$ cat config.mk
export PLATFORM = sky130hd
export DESIGN_NAME = grid_quad_index_emitter
export DESIGN_NICKNAME = d
export VERILOG_FILES = /design/src/gqie_pkg.sv /design/src/grid_quad_index_emitter.sv /design/src/gqie_regs.sv /design/src/gqie_corner.sv
export SDC_FILE = /design/constraint.sdc
export NUM_CORES = 1
export LEC_CHECK = 0
export ABC_CLOCK_PERIOD_IN_PS = 6400
export BUFFER_PORTS_ARGS = -buffer_cell sky130_fd_sc_hd__buf_2
export CAP_MARGIN = 40
export CORE_ASPECT_RATIO = 0.7
export CORE_MARGIN = 2
export CORE_UTILIZATION = 25
export CTS_CLUSTER_SIZE = 10
export DETAILED_ROUTE_END_ITERATION = 12
export PLACE_DENSITY = 0.5
export RECOVER_POWER = 25
export REMOVE_ABC_BUFFERS = 1
export SLEW_MARGIN = 20
export SYNTH_ARGS = -nofsm -noshare
export SYNTH_HDL_FRONTEND = slang
export SYNTH_SLANG_ARGS = --single-unit
$ cat constraint.sdc
create_clock -name clk -period 6.4 [get_ports clk]
set_clock_uncertainty 0.15 [all_clocks]
set_input_delay 0.96 -clock clk [delete_from_list [all_inputs] [get_ports clk]]
set_output_delay 0.96 -clock clk [all_outputs]
set_load 0.05 [all_outputs]
$ cat src/gqie_pkg.sv
`timescale 1ns / 1ps

package gqie_pkg;

	localparam int SEG_W          = 4;
	localparam int STEP_W         = 17;
	localparam int IDX_W          = 7;
	localparam int TEX_W          = 17;
	localparam int CORNER_W       = 3;
	localparam int CORNERS        = 6;
	localparam int MAX_SEGMENTS_D = 10;
	localparam int APB_AW         = 5;
	localparam int APB_DW         = 32;
	localparam int S_DATA_W       = 8;
	localparam int M_DATA_W       = 48;

	localparam logic [TEX_W-1:0]    Q16_ONE     = TEX_W'(65536);
	localparam logic [CORNER_W-1:0] LAST_CORNER = CORNER_W'(CORNERS - 1);

	typedef enum logic [2:0] {
		REG_COLUMN_SEGMENTS = 3'd0,
		REG_ROW_SEGMENTS    = 3'd1,
		REG_WINDING_SWAP    = 3'd2,
		REG_U_STEP          = 3'd3,
		REG_V_STEP          = 3'd4
	} reg_idx_t;

	typedef struct packed {
		logic [SEG_W-1:0]  column_segments;
		logic [SEG_W-1:0]  row_segments;
		logic              winding_swap;
		logic [STEP_W-1:0] u_step;
		logic [STEP_W-1:0] v_step;
	} cfg_t;

	// One quad in flight: its position, the clamped column count and winding.
	typedef struct packed {
		logic [SEG_W-1:0] col;
		logic [SEG_W-1:0] row;
		logic [SEG_W-1:0] cols;
		logic             flip;
		logic             final_quad;
	} quad_t;

	// Column and row offset {dc, dr} of each corner within the quad.
	function automatic logic [1:0] corner_offset(input logic [CORNER_W-1:0] k,
		input logic flip);
		logic [1:0] off;
		off = 2'b00;
		if (flip) begin
			case (k)
				3'd0: off = 2'b00;
				3'd1: off = 2'b10;
				3'd2: off = 2'b01;
				3'd3: off = 2'b10;
				3'd4: off = 2'b11;
				3'd5: off = 2'b01;
				default: off = 2'b00;
			endcase
		end else begin
			case (k)
				3'd0: off = 2'b00;
				3'd1: off = 2'b01;
				3'd2: off = 2'b10;
				3'd3: off = 2'b10;
				3'd4: off = 2'b01;
				3'd5: off = 2'b11;
				default: off = 2'b00;
			endcase
		end
		return off;
	endfunction

endpackage

$ cat src/grid_quad_index_emitter.sv
`timescale 1ns / 1ps

// Grid quad index emitter: tessellates a flat grid into triangles, one quad per input beat.
//
// Channels:
//   s_*   input beats; s_tdata[0] = restart (go back to the first quad first).
//   m_*   corner beats, six per input beat; m_tdata holds vertex index, tex u, tex v;
//         m_tlast marks the sixth corner of a quad, m_tuser the sixth corner of the
//         last quad of the mesh.
//   APB   five configuration registers at byte addresses 0,4,8,12,16; write them only
//         while no corners are pending.
// Order: an input beat is taken into the item register, and its first corner then moves into
// the output register; the remaining five follow one per cycle while m_tready is not low.
// Throughput: one input beat per quad, set by the single result channel that carries one
// corner per cycle when not stalled. The next input beat is taken in the same cycle the
// sixth corner is loaded, so beats flow with no gap.
// Reset: registers return to 1x1 grid, normal winding, unit steps; position to quad 0.
// Stall: when m_tready is low the output register holds its corner, the corner
// sequencer holds, and s_tready stays low until the quad's last corner is loaded.
module grid_quad_index_emitter
	import gqie_pkg::*;
#(
	parameter int MAX_SEGMENTS = MAX_SEGMENTS_D
) (
	input  logic                clk,
	input  logic                arst_n,
	// APB configuration port
	input  logic                psel,
	input  logic                penable,
	input  logic                pwrite,
	input  logic [APB_AW-1:0]   paddr,
	input  logic [APB_DW-1:0]   pwdata,
	output logic [APB_DW-1:0]   prdata,
	output logic                pready,
	// input stream
	input  logic                s_tvalid,
	output logic                s_tready,
	input  logic [S_DATA_W-1:0] s_tdata,   // [0] restart, [7:1] zero
	// corner stream
	output logic                m_tvalid,
	input  logic                m_tready,
	output logic [M_DATA_W-1:0] m_tdata,   // [6:0] vertex_index, [23:7] tex_u,
	                                       // [40:24] tex_v, [47:41] zero
	output logic                m_tlast,   // quad_done
	output logic                m_tuser    // mesh_done
);

	localparam logic [SEG_W-1:0] SEG_MAX = SEG_W'(MAX_SEGMENTS);

	cfg_t                cfg;
	logic [SEG_W-1:0]    cols;
	logic [SEG_W-1:0]    rows;
	logic [SEG_W-1:0]    quad_column_q;
	logic [SEG_W-1:0]    quad_row_q;
	logic                restart;
	logic                beyond;
	logic [SEG_W-1:0]    cur_col;
	logic [SEG_W-1:0]    cur_row;
	logic [SEG_W-1:0]    col_inc;
	logic [SEG_W-1:0]    row_inc;
	logic                row_end;
	logic                col_end;
	logic                accept;
	logic                load_out;
	logic                last_corner;

	quad_t               quad_s1;
	logic                valid_s1;
	logic [CORNER_W-1:0] corner_s1;

	logic [IDX_W-1:0]    c_index;
	logic [TEX_W-1:0]    c_u;
	logic [TEX_W-1:0]    c_v;
	logic                c_quad_done;
	logic                c_mesh_done;

	gqie_regs u_regs (
		.clk     (clk),
		.arst_n  (arst_n),
		.psel    (psel),
		.penable (penable),
		.pwrite  (pwrite),
		.paddr   (paddr),
		.pwdata  (pwdata),
		.prdata  (prdata),
		.pready  (pready),
		.cfg     (cfg)
	);

	// Clamp segment counts to 1..MAX_SEGMENTS.
	assign cols = (cfg.column_segments == '0) ? SEG_W'(1) :
	              (cfg.column_segments > SEG_MAX) ? SEG_MAX : cfg.column_segments;
	assign rows = (cfg.row_segments == '0) ? SEG_W'(1) :
	              (cfg.row_segments > SEG_MAX) ? SEG_MAX : cfg.row_segments;

	// Quad position for this beat; start over on restart or if the grid shrank.
	assign restart = s_tdata[0];
	assign beyond  = restart || (quad_column_q >= cols) || (quad_row_q >= rows);
	assign cur_col = beyond ? '0 : quad_column_q;
	assign cur_row = beyond ? '0 : quad_row_q;
	assign col_inc = cur_col + SEG_W'(1);
	assign row_inc = cur_row + SEG_W'(1);
	assign col_end = (col_inc >= cols);
	assign row_end = (row_inc >= rows);

	// Handshake: the item register frees as its sixth corner moves to the output.
	assign last_corner = (corner_s1 == LAST_CORNER);
	assign load_out    = valid_s1 && (!m_tvalid || m_tready);
	assign s_tready    = !valid_s1 || (load_out && last_corner);
	assign accept      = s_tvalid && s_tready;

	always_ff @(posedge clk or negedge arst_n) begin
		if (!arst_n) begin
			quad_column_q <= '0;
			quad_row_q    <= '0;
			valid_s1      <= 1'b0;
			corner_s1     <= '0;
		end else begin
			if (accept) begin
				// Advance in row-major order, wrapping after the final quad.
				quad_column_q <= col_end ? '0 : col_inc;
				quad_row_q    <= col_end ? (row_end ? '0 : row_inc) : cur_row;
				valid_s1      <= 1'b1;
				corner_s1     <= '0;
			end else if (load_out) begin
				if (last_corner) begin
					valid_s1 <= 1'b0;
				end else begin
					corner_s1 <= corner_s1 + CORNER_W'(1);
				end
			end
		end
	end

	always_ff @(posedge clk) begin
		if (accept) begin
			quad_s1.col        <= cur_col;
			quad_s1.row        <= cur_row;
			quad_s1.cols       <= cols;
			quad_s1.flip       <= cfg.winding_swap;
			quad_s1.final_quad <= col_end && row_end && (col_inc == cols) && (row_inc == rows);
		end
	end

	gqie_corner u_corner (
		.quad         (quad_s1),
		.k            (corner_s1),
		.u_step       (cfg.u_step),
		.v_step       (cfg.v_step),
		.vertex_index (c_index),
		.tex_u        (c_u),
		.tex_v        (c_v),
		.quad_done    (c_quad_done),
		.mesh_done    (c_mesh_done)
	);

	// Output register: load a corner whenever the slot is empty or being taken.
	always_ff @(posedge clk or negedge arst_n) begin
		if (!arst_n) begin
			m_tvalid <= 1'b0;
		end else if (load_out) begin
			m_tvalid <= 1'b1;
		end else if (m_tready) begin
			m_tvalid <= 1'b0;
		end
	end

	always_ff @(posedge clk) begin
		if (load_out) begin
			m_tdata <= {(M_DATA_W - IDX_W - 2 * TEX_W)'(0), c_v, c_u, c_index};
			m_tlast <= c_quad_done;
			m_tuser <= c_mesh_done;
		end
	end

endmodule

$ cat src/gqie_regs.sv
`timescale 1ns / 1ps

module gqie_regs
	import gqie_pkg::*;
(
	input  logic              clk,
	input  logic              arst_n,
	input  logic              psel,
	input  logic              penable,
	input  logic              pwrite,
	input  logic [APB_AW-1:0] paddr,
	input  logic [APB_DW-1:0] pwdata,
	output logic [APB_DW-1:0] prdata,
	output logic              pready,
	output cfg_t              cfg
);

	logic [2:0] idx;
	logic       wr;

	assign pready = 1'b1;
	assign idx    = paddr[APB_AW-1:2];
	assign wr     = psel && penable && pwrite;

	always_ff @(posedge clk or negedge arst_n) begin
		if (!arst_n) begin
			cfg.column_segments <= SEG_W'(1);
			cfg.row_segments    <= SEG_W'(1);
			cfg.winding_swap    <= 1'b0;
			cfg.u_step          <= STEP_W'(65536);
			cfg.v_step          <= STEP_W'(65536);
		end else if (wr) begin
			case (idx)
				REG_COLUMN_SEGMENTS: cfg.column_segments <= pwdata[SEG_W-1:0];
				REG_ROW_SEGMENTS:    cfg.row_segments    <= pwdata[SEG_W-1:0];
				REG_WINDING_SWAP:    cfg.winding_swap    <= pwdata[0];
				REG_U_STEP:          cfg.u_step          <= pwdata[STEP_W-1:0];
				REG_V_STEP:          cfg.v_step          <= pwdata[STEP_W-1:0];
				default: ;
			endcase
		end
	end

	always_comb begin
		prdata = '0;
		case (idx)
			REG_COLUMN_SEGMENTS: prdata = APB_DW'(cfg.column_segments);
			REG_ROW_SEGMENTS:    prdata = APB_DW'(cfg.row_segments);
			REG_WINDING_SWAP:    prdata = APB_DW'(cfg.winding_swap);
			REG_U_STEP:          prdata = APB_DW'(cfg.u_step);
			REG_V_STEP:          prdata = APB_DW'(cfg.v_step);
			default:             prdata = '0;
		endcase
	end

endmodule

$ cat src/gqie_corner.sv
`timescale 1ns / 1ps

module gqie_corner
	import gqie_pkg::*;
(
	input  quad_t               quad,
	input  logic [CORNER_W-1:0] k,
	input  logic [STEP_W-1:0]   u_step,
	input  logic [STEP_W-1:0]   v_step,
	output logic [IDX_W-1:0]    vertex_index,
	output logic [TEX_W-1:0]    tex_u,
	output logic [TEX_W-1:0]    tex_v,
	output logic                quad_done,
	output logic                mesh_done
);

	localparam int IDX_FULL_W = 2 * SEG_W + 1;
	localparam int PROD_W     = SEG_W + STEP_W;

	logic [1:0]            off;
	logic [SEG_W-1:0]      col;
	logic [SEG_W-1:0]      row;
	logic [SEG_W:0]        cols_p1;
	logic [IDX_FULL_W-1:0] idx_full;
	logic [PROD_W-1:0]     u_full;
	logic [PROD_W-1:0]     dv;

	assign off     = corner_offset(k, quad.flip);
	assign col     = quad.col + SEG_W'(off[1]);
	assign row     = quad.row + SEG_W'(off[0]);
	assign cols_p1 = {1'b0, quad.cols} + (SEG_W+1)'(1);

	assign idx_full = IDX_FULL_W'(row) * IDX_FULL_W'(cols_p1) + IDX_FULL_W'(col);
	assign u_full   = PROD_W'(col) * PROD_W'(u_step);
	assign dv       = PROD_W'(row) * PROD_W'(v_step);

	// Saturate u at 1.0, floor v at zero.
	assign vertex_index = idx_full[IDX_W-1:0];
	assign tex_u = (u_full > PROD_W'(Q16_ONE)) ? Q16_ONE : u_full[TEX_W-1:0];
	assign tex_v = (dv >= PROD_W'(Q16_ONE)) ? '0 : (Q16_ONE - dv[TEX_W-1:0]);

	assign quad_done = (k == LAST_CORNER);
	assign mesh_done = quad_done && quad.final_quad;

endmodule

==> reports/qor.csv, run 1 <==
stage,metric,value,unit
placed_design,portBuffers,89,
worst_hold_path,hold_depth,1,
timing,fmax,163,MHz
die,die_w,254,um
clock_network,cts.sinks,113,
routing,drtIter0Drc,434,
routing,wirelength,27.1,mm
yosys,synth_cells,1129,
clock_network,clock_tree.root_cell,clkbuf_16,
finish,drive_gt1_share,17.8,%
finish,stdcell_count,1830,
global_route,grt_max_degree,57,
pwr,max-vdd-ir-drop,230,uV
timing,tightest_slew,2.80,ns
timing,min_period,6.14,ns
timing,post-route-worst-setup-slack,0.263,ns
die,rows,64,
die,coreArea,0.0434,mm^2
critical_path,end_kind,flip-flop,
finish,diodes,0,
pwr,seqPwrFrac,18.4,%
critical_path,cp_max_fo,18,
die,dieArea,0.0454,mm^2
pwr,combPwrFrac,67.3,%
routing,drt_first_pass_iters,4,
finish,areaGrowthSynthToFinish,16.0,%
routing,num_vias,8261,
pwr,intPower,3.37,mW
die,die-height,179,um
run,cap_viol_max_count,1,
finish,layout_commonest_cell,inv_1,
yosys,syn_area_per_cell,9.68,um^2
finish,final_cell_mix,"inv_1, and2_1, nand2_1",
timing,grt_setup_unrepaired,true,
routing,drc,0,
placed_design,place_ws,0.174,ns
yosys,yosysWarnings,0,
die,start_util,25.2,%
finish,fin_util,29.2,%
placed_design,hpwl,21.6,mm
finish,fin_area,0.0127,mm^2
pwr,total_power,6.81,mW
clock_network,cts_made_buffers,17,
global_route,grt_pass1_vias,8011,
clock_network,cts_tree,yes,
routing,ant_nets,0,
timing,setup_violations,0,
clock_network,hold_buffers,0,
yosys,synth.distinct_cells,79,
worst_hold_path,min_from,valid_s1$_DFFE_PN0P_,
clock_network,clk_path_buf_depth,2,
global_route,grt.total_usage,12.3,%
critical_path,startpoint,corner_s1[0]$_DFFE_PN0P_,
pwr,p_sw_share,50.5,%
critical_path,cp.arrival,6.26,ns
finish,layout.nets,1436,
timing,relSlewSlack,-86.6,%
pwr,power_frac_clock,14.3,%
clock_network,path_clk_slew,0.06,ns
pwr,power.density,537,mW/mm^2
routing,wl_per_cell,14.8,um
run_status,violations,"capacitance limit, slew limit",
placed_design,place_inst,1793,
critical_path,required,6.53,ns
global_route,grt_pass1_wl,43.5,mm
run_status,outcome,"complete, but fails checks",
worst_hold_path,min_path_type,flip-flop to flip-flop,
timing,drv_slew,50,
yosys,synth-async-reset-ratio,49.6,%
critical_path,worstRegToRegCells,23,
timing,finalSetupTns,0,ns
critical_path,r2r_start,corner_s1[0]$_DFFE_PN0P_,
yosys,yosysSeqAreaShare,28.5,%
timing,timing.hold.ws,0.353,ns
pwr,p_leak,5.92,nW
yosys,synth-seq-cells,113,
yosys,syn_area,0.0109,mm^2
routing,routed_via_density,4.51,
clock_network,insertion_delay,0.44,ns
yosys,synth_edf_count,57,
timing,min_period_over_period,95.9,%
global_route,grt_remaining_overflow,0,
yosys,ys.flop_type,edfxtp_1,
global_route,antenna_found_initial,1,
timing,hold_violations,0,
critical_path,crit_type,flip-flop to flip-flop,
placed_design,place.gp.congestion,0.836,
pwr,switching_power,3.44,mW
critical_path,start_kind,flip-flop,
clock_network,cts-htree-levels,4,
die,ioPinCount,137,
placed_design,post_dp_cell_area,0.0120,mm^2
[routing by layer]
layer  share of wire (%)  routed length [um]  track usage, %
met1                  53               14300            17.7
met2                  43               11700            18.6
met3                 3.4                 921            2.90
met4                0.74                 201            2.94
met5               0.048                  13               0
[synthesized netlist by cell type (3+ instances only)]
cell,instances,area (um^2)
nor3b_1,7,52.6
nor4bb_1,4,40.0
nand2b_1,12,75.1
a31oi_1,5,31.3
nor4b_1,4,35.0
nor2_1,39,146
and2_1,111,694
ha_1,93,1160
dfstp_2,4,105
o22ai_1,3,18.8
xnor2_1,28,245
a211oi_1,18,135
or3_1,8,50.1
nor4_1,5,31.3
o2111ai_1,4,35.0
o21ai_0,24,120
a22oi_1,4,30.0
mux2i_1,5,50.1
edfxtp_1,57,1710
nand4_1,8,50.1
and3_1,14,87.6
inv_1,123,462
o211ai_1,8,60.1
or2_2,5,31.3
nor2b_1,6,37.5
a22o_1,18,158
clkbuf_1,25,93.8
buf_2,7,35.0
nand3_1,17,85.1
o21bai_1,4,30.0
buf_4,23,173
o211a_1,4,40.0
a221oi_1,4,35.0
mux2_2,43,484
a211o_1,3,26.3
dfrtp_1,52,1300
o21a_1,10,75.1
xor2_1,14,123
a21oi_1,44,220
and4_1,3,26.3
nand2_1,95,357
nor3_1,26,130
fa_1,68,1360
a21boi_0,3,22.5
a21o_1,25,188
[power groups by stage]
stage	logic, mW	clock network, mW	registers (mW)
floorplan	3.04	0	1.68
global placement	4.48	0	1.28
detailed placement	4.51	0	1.27
CTS	4.54	1.01	1.26
global route	5.16	1.04	1.29
finish	4.59	0.971	1.25
[area by class of cell]
cell class | instances | area [um^2]
Clock buffer | 17 | 425
Clock inverter | 15 | 161
Fill cell | 4650 | 30700
Inverter | 123 | 462
Multi-Input combinational cell | 859 | 7170
Sequential cell | 113 | 3120
Tap cell | 594 | 743
Timing Repair Buffer | 109 | 593
[sequential cells by signal, indices dropped and copies added (netlist names)]
register	count
quad_column_q	4
m_tlast	1
quad_row_q	4
m_tdata	41
m_tuser	1
corner_s1	3
valid_s1	1
m_tvalid	1
quad_s1	14
u_regs.cfg	43
[logic make-up after synthesis]
| family | count (synthesis) | share of synthesized area (%) |
|---|---|---|
| xor+xnor | 42 | 3.37 |
| compound gates | 209 | 14.2 |
| mux | 50 | 5.22 |
| fa+ha+maj | 163 | 23.3 |
| simple gates | 371 | 18.2 |
| buf+inv | 179 | 7.09 |
| other cells | 2 | 0.0687 |
| flops | 113 | 28.5 |
[critical path: stages (launching register included)]
cell and delay [ns]:
dfrtp_1 0.39, inv_1 0.10, ha_1 0.22, nor2b_1 0.13, a211oi_1 0.21, a31oi_1 0.05
or2_2 0.29, ha_1 0.21, ha_2 0.17, xor2_1 0.15, buf_4 0.20, and2_1 0.19
fa_1 0.51, inv_1 0.06, fa_1 0.55, inv_1 0.05, ha_1 0.37, a21oi_1 0.21
and2_1 0.20, a21oi_1 0.12, or3_1 0.42, a2111oi_4 0.42, nand4_2 0.31, a211oi_1 0.30
[worst paths after layout]
check                                             end  slack, ns
max reg2reg                 m_tdata[10]$_SDFFCE_PN0P_       0.26
max                         m_tdata[10]$_SDFFCE_PN0P_       0.26
max in group asynchronous  u_regs.cfg[14]$_DFFE_PN0P_       2.69
min in group asynchronous        m_tvalid$_DFFE_PN0P_       0.38
min reg2reg                      m_tvalid$_DFFE_PN0P_       0.35
min                              m_tvalid$_DFFE_PN0P_       0.35
[what timing repair did]
action | in CTS | in global routing
resized for setup | 0 | 8
buffers inserted | 0 | 1
endpoints found under the setup margin | 0 | 15
(Power assumes the default switching activity.)
==> inputs of run 2 (changes only) <==
CELL_PAD_IN_SITES_DETAIL_PLACEMENT = 0   (was not set)
CELL_PAD_IN_SITES_GLOBAL_PLACEMENT = 1   (was not set)
CORE_MARGIN = 1.5   (was 2)
PLACE_DENSITY = 0.59   (was 0.5)
==> run 2 against run 1 <==
Compared with the run above: the flow still finishes with violations (capacitance limit, slew limit); worst hold slack got worse by 0.038 ns; utilization increased by 0.86 points; register-to-register slack improved by 0.06 ns; die area decreased by 0.95%; global-route usage increased by 0.75 points; non-clock buffer count increased by 10; combinational power increased by 4%; clock power about the same; sequential share of layout area decreased by 0.32 points; largest power group unchanged.
==> reports/qor.csv, run 2 (synthesis results as in run 1) <==
stage,metric,value,unit
run_status,outcome,"complete, but fails checks",
run_status,violations,"capacitance limit, slew limit",
run,cap_viol_max_count,1,
global_route,antenna_found_initial,1,
clock_network,clk_path_buf_depth,2,
routing,drc,0,
critical_path,r2r_slack,0.33,ns
finish,final_cell_mix,"inv_1, and2_1, nand2_1",
critical_path,r2r_start,corner_s1[0]$_DFFE_PN0P_,
finish,fin_area,0.0128,mm^2
finish,biggestRegsByFlops,"u_regs.cfg (43), m_tdata (41), quad_s1 (14)",
finish,diodes,0,
global_route,grt_pass1_wl,45.2,mm
clock_network,cts-htree-levels,4,
timing,drv_slew,53,
global_route,use_met1,20.1,%
placed_design,portBuffers,89,
finish,drive_gt1_share,19.1,%
critical_path,crit_type,flip-flop to flip-flop,
pwr,intPower,3.52,mW
pwr,p_leak,5.98,nW
clock_network,path_clk_slew,0.06,ns
timing,fmax,165,MHz
routing,wirelength,28.6,mm
finish,areaGrowthSynthToFinish,17.6,%
timing,setup_violations,0,
clock_network,cts_tree,yes,
timing,hold_violations,0,
global_route,busiest_layer,met1,
global_route,grt.total_usage,13.1,%
routing,routed_via_density,4.56,
finish,layout_commonest_cell,inv_1,
global_route,use_met2,18.2,%
placed_design,place.gp.congestion,0.794,
routing,ant_nets,0,
clock_network,cts_made_buffers,17,
finish,largest_reg_flops,43,
timing,relSlewSlack,-91.2,%
finish,layout.nets,1446,
clock_network,insertion_delay,0.43,ns
critical_path,end_kind,flip-flop,
routing,wl_per_cell,15.6,um
placed_design,hpwl,22.8,mm
placed_design,post_dp_cell_area,0.0121,mm^2
pwr,max-vdd-ir-drop,223,uV
pwr,switching_power,3.48,mW
pwr,power.density,545,mW/mm^2
critical_path,cp_max_fo,17,
clock_network,clock_tree.root_cell,clkbuf_16,
pwr,p_sw_share,49.7,%
timing,finalSetupTns,0,ns
worst_hold_path,min_path_type,primary input to asynchronous set/reset pin,
die,coreArea,0.0427,mm^2
pwr,power_frac_clock,13.9,%
critical_path,startpoint,corner_s1[0]$_DFFE_PN0P_,
global_route,grt_pass1_vias,8014,
timing,min_period_over_period,94.9,%
die,die_w,253,um
pwr,seqPwrFrac,18.1,%
timing,min_period,6.07,ns
critical_path,r2r_end,m_tdata[23]$_SDFFCE_PN1P_,
finish,top_register,u_regs.cfg,
clock_network,hold_buffers,0,
global_route,grt_max_degree,57,
global_route,grt_remaining_overflow,0,
routing,drt_first_pass_iters,5,
global_route,grt_use_met3,3.02,%
critical_path,cp.arrival,6.10,ns
clock_network,cts.sinks,113,
die,dieArea,0.0450,mm^2
timing,timing.hold.ws,0.315,ns
critical_path,worstRegToRegCells,24,
routing,num_vias,8355,
critical_path,endpoint,m_tdata[23]$_SDFFCE_PN1P_,
timing,tightest_slew,2.87,ns
placed_design,place_inst,1792,
die,die-height,178,um
critical_path,start_kind,flip-flop,
die,ioPinCount,137,
routing,drtIter0Drc,549,
finish,stdcell_count,1831,
pwr,combPwrFrac,68.0,%
die,rows,63,
die,start_util,25.6,%
critical_path,required,6.43,ns
==> run 2: changes by cell type in the layout (fill, tap and decap cells not counted), moves of 2 or more <==
cell,delta
clkinv_2,+6
inv_6,-7
buf_12,+3
inv_8,-4
ha_4,+2
buf_4,+4
ha_2,+4
clkbuf_8,+2
clkbuf_1,+3
clkinv_4,-2
ha_1,-6
==> run 2: power by group through the flow <==
stage | Combinational (mW) | Sequential, mW | Clock (mW)
final | 4.76 | 1.27 | 0.974
after global routing | 5.35 | 1.30 | 1.03
after CTS | 4.64 | 1.28 | 1.00
after detailed placement | 4.61 | 1.29 | 0
after global placement | 4.57 | 1.28 | 0
after floorplan | 3.04 | 1.68 | 0
==> run 2: final cells by class <==
type | instances | area, um^2
clock buffers | 21 | 482
clock inverters | 11 | 109
fillers | 4527 | 29900
inverters | 123 | 462
multi-input cells | 859 | 7230
flip-flops and latches | 113 | 3120
well taps | 585 | 732
repair buffers | 119 | 706
==> run 2: how the worst min path moves through the flow <==
stage	startpoint	end	slack (ns)
after floorplan	u_regs.cfg[34]$_DFFE_PN0P_	quad_s1[1]$_DFFE_PP_	0.29
after global placement	u_regs.cfg[34]$_DFFE_PN0P_	quad_s1[1]$_DFFE_PP_	0.33
after detailed placement	valid_s1$_DFFE_PN0P_	m_tvalid$_DFFE_PN0P_	0.32
after CTS	valid_s1$_DFFE_PN0P_	m_tvalid$_DFFE_PN0P_	0.34
after global routing	arst_n	m_tvalid$_DFFE_PN0P_	0.32
final	arst_n	m_tvalid$_DFFE_PN0P_	0.31
==> run 2: metrics by stage <==
stage                     power, mW  utilization, %  worst slack [ns]
after global routing           7.68            30.1           -0.0563
final                          7.00            30.1             0.326
after global placement         5.85            28.3             0.192
after detailed placement       5.90            28.3            0.0787
after floorplan                4.73               -             0.259
after CTS                      6.92            29.7            0.0583
==> run 2: what timing repair did <==
item / in CTS / in global routing
setup buffers: 0 / 3
gates resized for setup: 0 / 21
setup endpoints to repair: 0 / 18
==> run 2: worst max-delay path, stage by stage, from the launching register on <==
cell and delay (ns):
dfrtp_1 0.36, inv_1 0.09, ha_1 0.22, nor2b_1 0.13, a211oi_1 0.21, a31oi_1 0.05, or2_2 0.33, ha_1 0.24
ha_4 0.17, xor2_2 0.20, buf_12 0.17, and2_1 0.17, fa_1 0.51, inv_1 0.06, fa_1 0.52, inv_1 0.04
ha_2 0.36, and4_1 0.19, o21ai_0 0.13, a211o_1 0.34, and2_1 0.20, a211oi_2 0.30, o211ai_1 0.18, buf_12 0.19
or2_2 0.27
==> run 2: per-layer routing <==
layer | part of all wire [%] | vias to the layer above
met5 | 0 | -
met4 | 0.95 | 0
met3 | 5.0 | 17
met2 | 40 | 148
met1 | 54 | 4085
li1 | - | 4105
==> inputs of run 3 (changes only) <==
==> constraint.sdc (replaced) <==
create_clock -name clk -period 6.4 [get_ports clk]
set_clock_uncertainty 0.15 [all_clocks]
set_input_delay 1.92 -clock clk [delete_from_list [all_inputs] [get_ports clk]]
set_output_delay 1.92 -clock clk [all_outputs]
set_load 0.05 [all_outputs]
==> run 3 against run 2 <==
Compared with the run above: the flow still finishes with violations (capacitance limit, slew limit); via count increased by 0.44%; clock power increased by 13%; utilization increased by 0.26 points; highest routed layer unchanged; routed wire length decreased by 0.96%; maximum frequency decreased by 0.90%.
==> reports/qor.csv, run 3 (synthesis results as in run 1) <==
stage,metric,value,unit
critical_path,startpoint,corner_s1[0]$_DFFE_PN0P_,
finish,top_register,u_regs.cfg,
timing,relSlewSlack,-97.6,%
critical_path,crit_chain,inv_1 -> ha_1 -> nor2b_1 -> a211oi_1 -> a31oi_1 -> or2_2 -> ha_1 -> ha_4 -> xor2_2 -> nand2_2 -> fa_1 -> inv_1 -> fa_1 -> inv_1 -> fa_1 -> nor2b_2 -> o31ai_4 -> a211o_1 -> and2_1 -> a211oi_2 -> o211ai_1 -> buf_12 -> or2_2,
routing,num_vias,8392,
die,die_w,253,um
critical_path,r2r_start,corner_s1[0]$_DFFE_PN0P_,
critical_path,crit_path_max_incr_delay,0.57,ns
worst_hold_path,min_path_type,flip-flop to flip-flop,
critical_path,cp_slowest_cell,fa_1,
timing,hold_violations,0,
global_route,grt.total_usage,12.9,%
routing,drc,0,
critical_path,crit_type,flip-flop to flip-flop,
finish,areaGrowthSynthToFinish,18.6,%
die,dieArea,0.0450,mm^2
global_route,busiest_layer,met1,
timing,min_period_over_period,95.8,%
timing,min_period,6.13,ns
global_route,grt_max_degree,57,
critical_path,endpoint,m_tdata[23]$_SDFFCE_PN1P_,
global_route,antenna_found_initial,0,
critical_path,cp_num_buf_inv,4,
pwr,p_leak,6.03,nW
critical_path,cp.arrival,6.16,ns
timing,tightest_slew,2.96,ns
routing,routed_via_density,4.58,
global_route,use_met1,19.8,%
die,start_util,25.6,%
clock_network,hold_buffers,0,
clock_network,clk_path_buf_depth,2,
clock_network,cts-htree-levels,4,
run_status,outcome,"complete, but fails checks",
run_status,violations,"capacitance limit, slew limit",
finish,fin_area,0.0130,mm^2
timing,fmax,163,MHz
finish,fin_util,30.3,%
critical_path,r2r_end,m_tdata[23]$_SDFFCE_PN1P_,
timing,drv_slew,54,
run,cap_viol_max_count,1,
routing,ant_nets,0,
critical_path,start_kind,flip-flop,
critical_path,cp_max_fo,15,
clock_network,insertion_delay,0.43,ns
timing,grt_setup_unrepaired,false,
critical_path,critPathTopFamily,adder cells,
die,die-height,178,um
routing,drt_first_pass_iters,5,
global_route,grt_pass1_wl,44.8,mm
clock_network,cts.sinks,113,
finish,final_cell_mix,"inv_1, and2_1, nand2_1",
finish,biggestRegsByFlops,"u_regs.cfg (43), m_tdata (41), quad_s1 (14)",
global_route,grt_use_met3,3.14,%
die,coreArea,0.0427,mm^2
critical_path,r2r_slack,0.27,ns
clock_network,clock_tree.root_cell,clkbuf_16,
routing,drtIter0Drc,440,
critical_path,end_kind,flip-flop,
global_route,grt_pass1_vias,8038,
global_route,grt_remaining_overflow,0,
die,ioPinCount,137,
clock_network,cts_tree,yes,
finish,layout.nets,1446,
pwr,power.density,551,mW/mm^2
pwr,max-vdd-ir-drop,224,uV
finish,diodes,0,
placed_design,place.gp.congestion,0.791,
clock_network,cts_made_buffers,17,
critical_path,required,6.44,ns
routing,wl_per_cell,15.5,um
critical_path,worstRegToRegCells,23,
timing,finalSetupTns,0,ns
global_route,use_met2,17.9,%
placed_design,portBuffers,89,
timing,setup_violations,0,
finish,largest_reg_flops,43,
die,rows,63,
placed_design,hpwl,22.7,mm
routing,wirelength,28.3,mm
finish,layout_commonest_cell,inv_1,
finish,drive_gt1_share,18.9,%
placed_design,post_dp_cell_area,0.0121,mm^2
critical_path,crit_cells,23,
clock_network,path_clk_slew,0.06,ns
==> run 3: changes by cell type in the layout (fill, tap and decap cells not counted), sizes merged <==
cell      change
bufinv        +4
clkbuf        -3
buf           +2
clkinv        -2
clkinvlp      -1
==> run 3: power by group <==
group | internal (mW) | switching [mW] | total, mW
Clock | 0.745 | 0.356 | 1.10
Combinational | 1.81 | 2.97 | 4.77
Sequential | 1.11 | 0.155 | 1.26
Total | 3.66 | 3.48 | 7.14
==> run 3: worst min-delay path by stage <==
| stage | start | cells after the start | endpoint |
|---|---|---|---|
| floorplan | u_regs.cfg[34]$_DFFE_PN0P_ | 0 | quad_s1[1]$_DFFE_PP_ |
| global placement | valid_s1$_DFFE_PN0P_ | 1 | m_tvalid$_DFFE_PN0P_ |
| detailed placement | valid_s1$_DFFE_PN0P_ | 1 | m_tvalid$_DFFE_PN0P_ |
| CTS | valid_s1$_DFFE_PN0P_ | 1 | m_tvalid$_DFFE_PN0P_ |
| global route | u_regs.cfg[34]$_DFFE_PN0P_ | 0 | quad_s1[1]$_DFFE_PP_ |
| finish | valid_s1$_DFFE_PN0P_ | 1 | m_tvalid$_DFFE_PN0P_ |
==> run 3: area by class of cell <==
type                            instances  area (um^2)
Timing Repair Buffer                  119          722
Tap cell                              585          732
Multi-Input combinational cell        859         7250
Clock buffer                           20          457
Fill cell                            4559        29800
Inverter                              123          462
Clock inverter                         12          210
Sequential cell                       113         3120
==> run 3: repair_timing <==
action	in CTS	in global routing
gates resized for setup	0	23
setup buffers	0	3
setup endpoints to repair	0	25
==> run 3: metrics by stage <==
step	setup slack [ns]	hold slack (ns)	power, mW	instances
after floorplan	0.259	0.288	4.73	1094
after global placement	0.191	0.328	5.84	1791
after detailed placement	0.0666	0.327	5.87	1792
after CTS	0.0372	0.348	7.03	1824
after global routing	0.00344	0.380	7.80	1831
final	0.271	0.336	7.14	1831
==> run 3: layer usage <==
layer,vias to the layer above,share of wire [%]
met5,-,0
met4,0,0.90
met1,4128,54
li1,4104,-
met2,147,40
met3,13,4.9
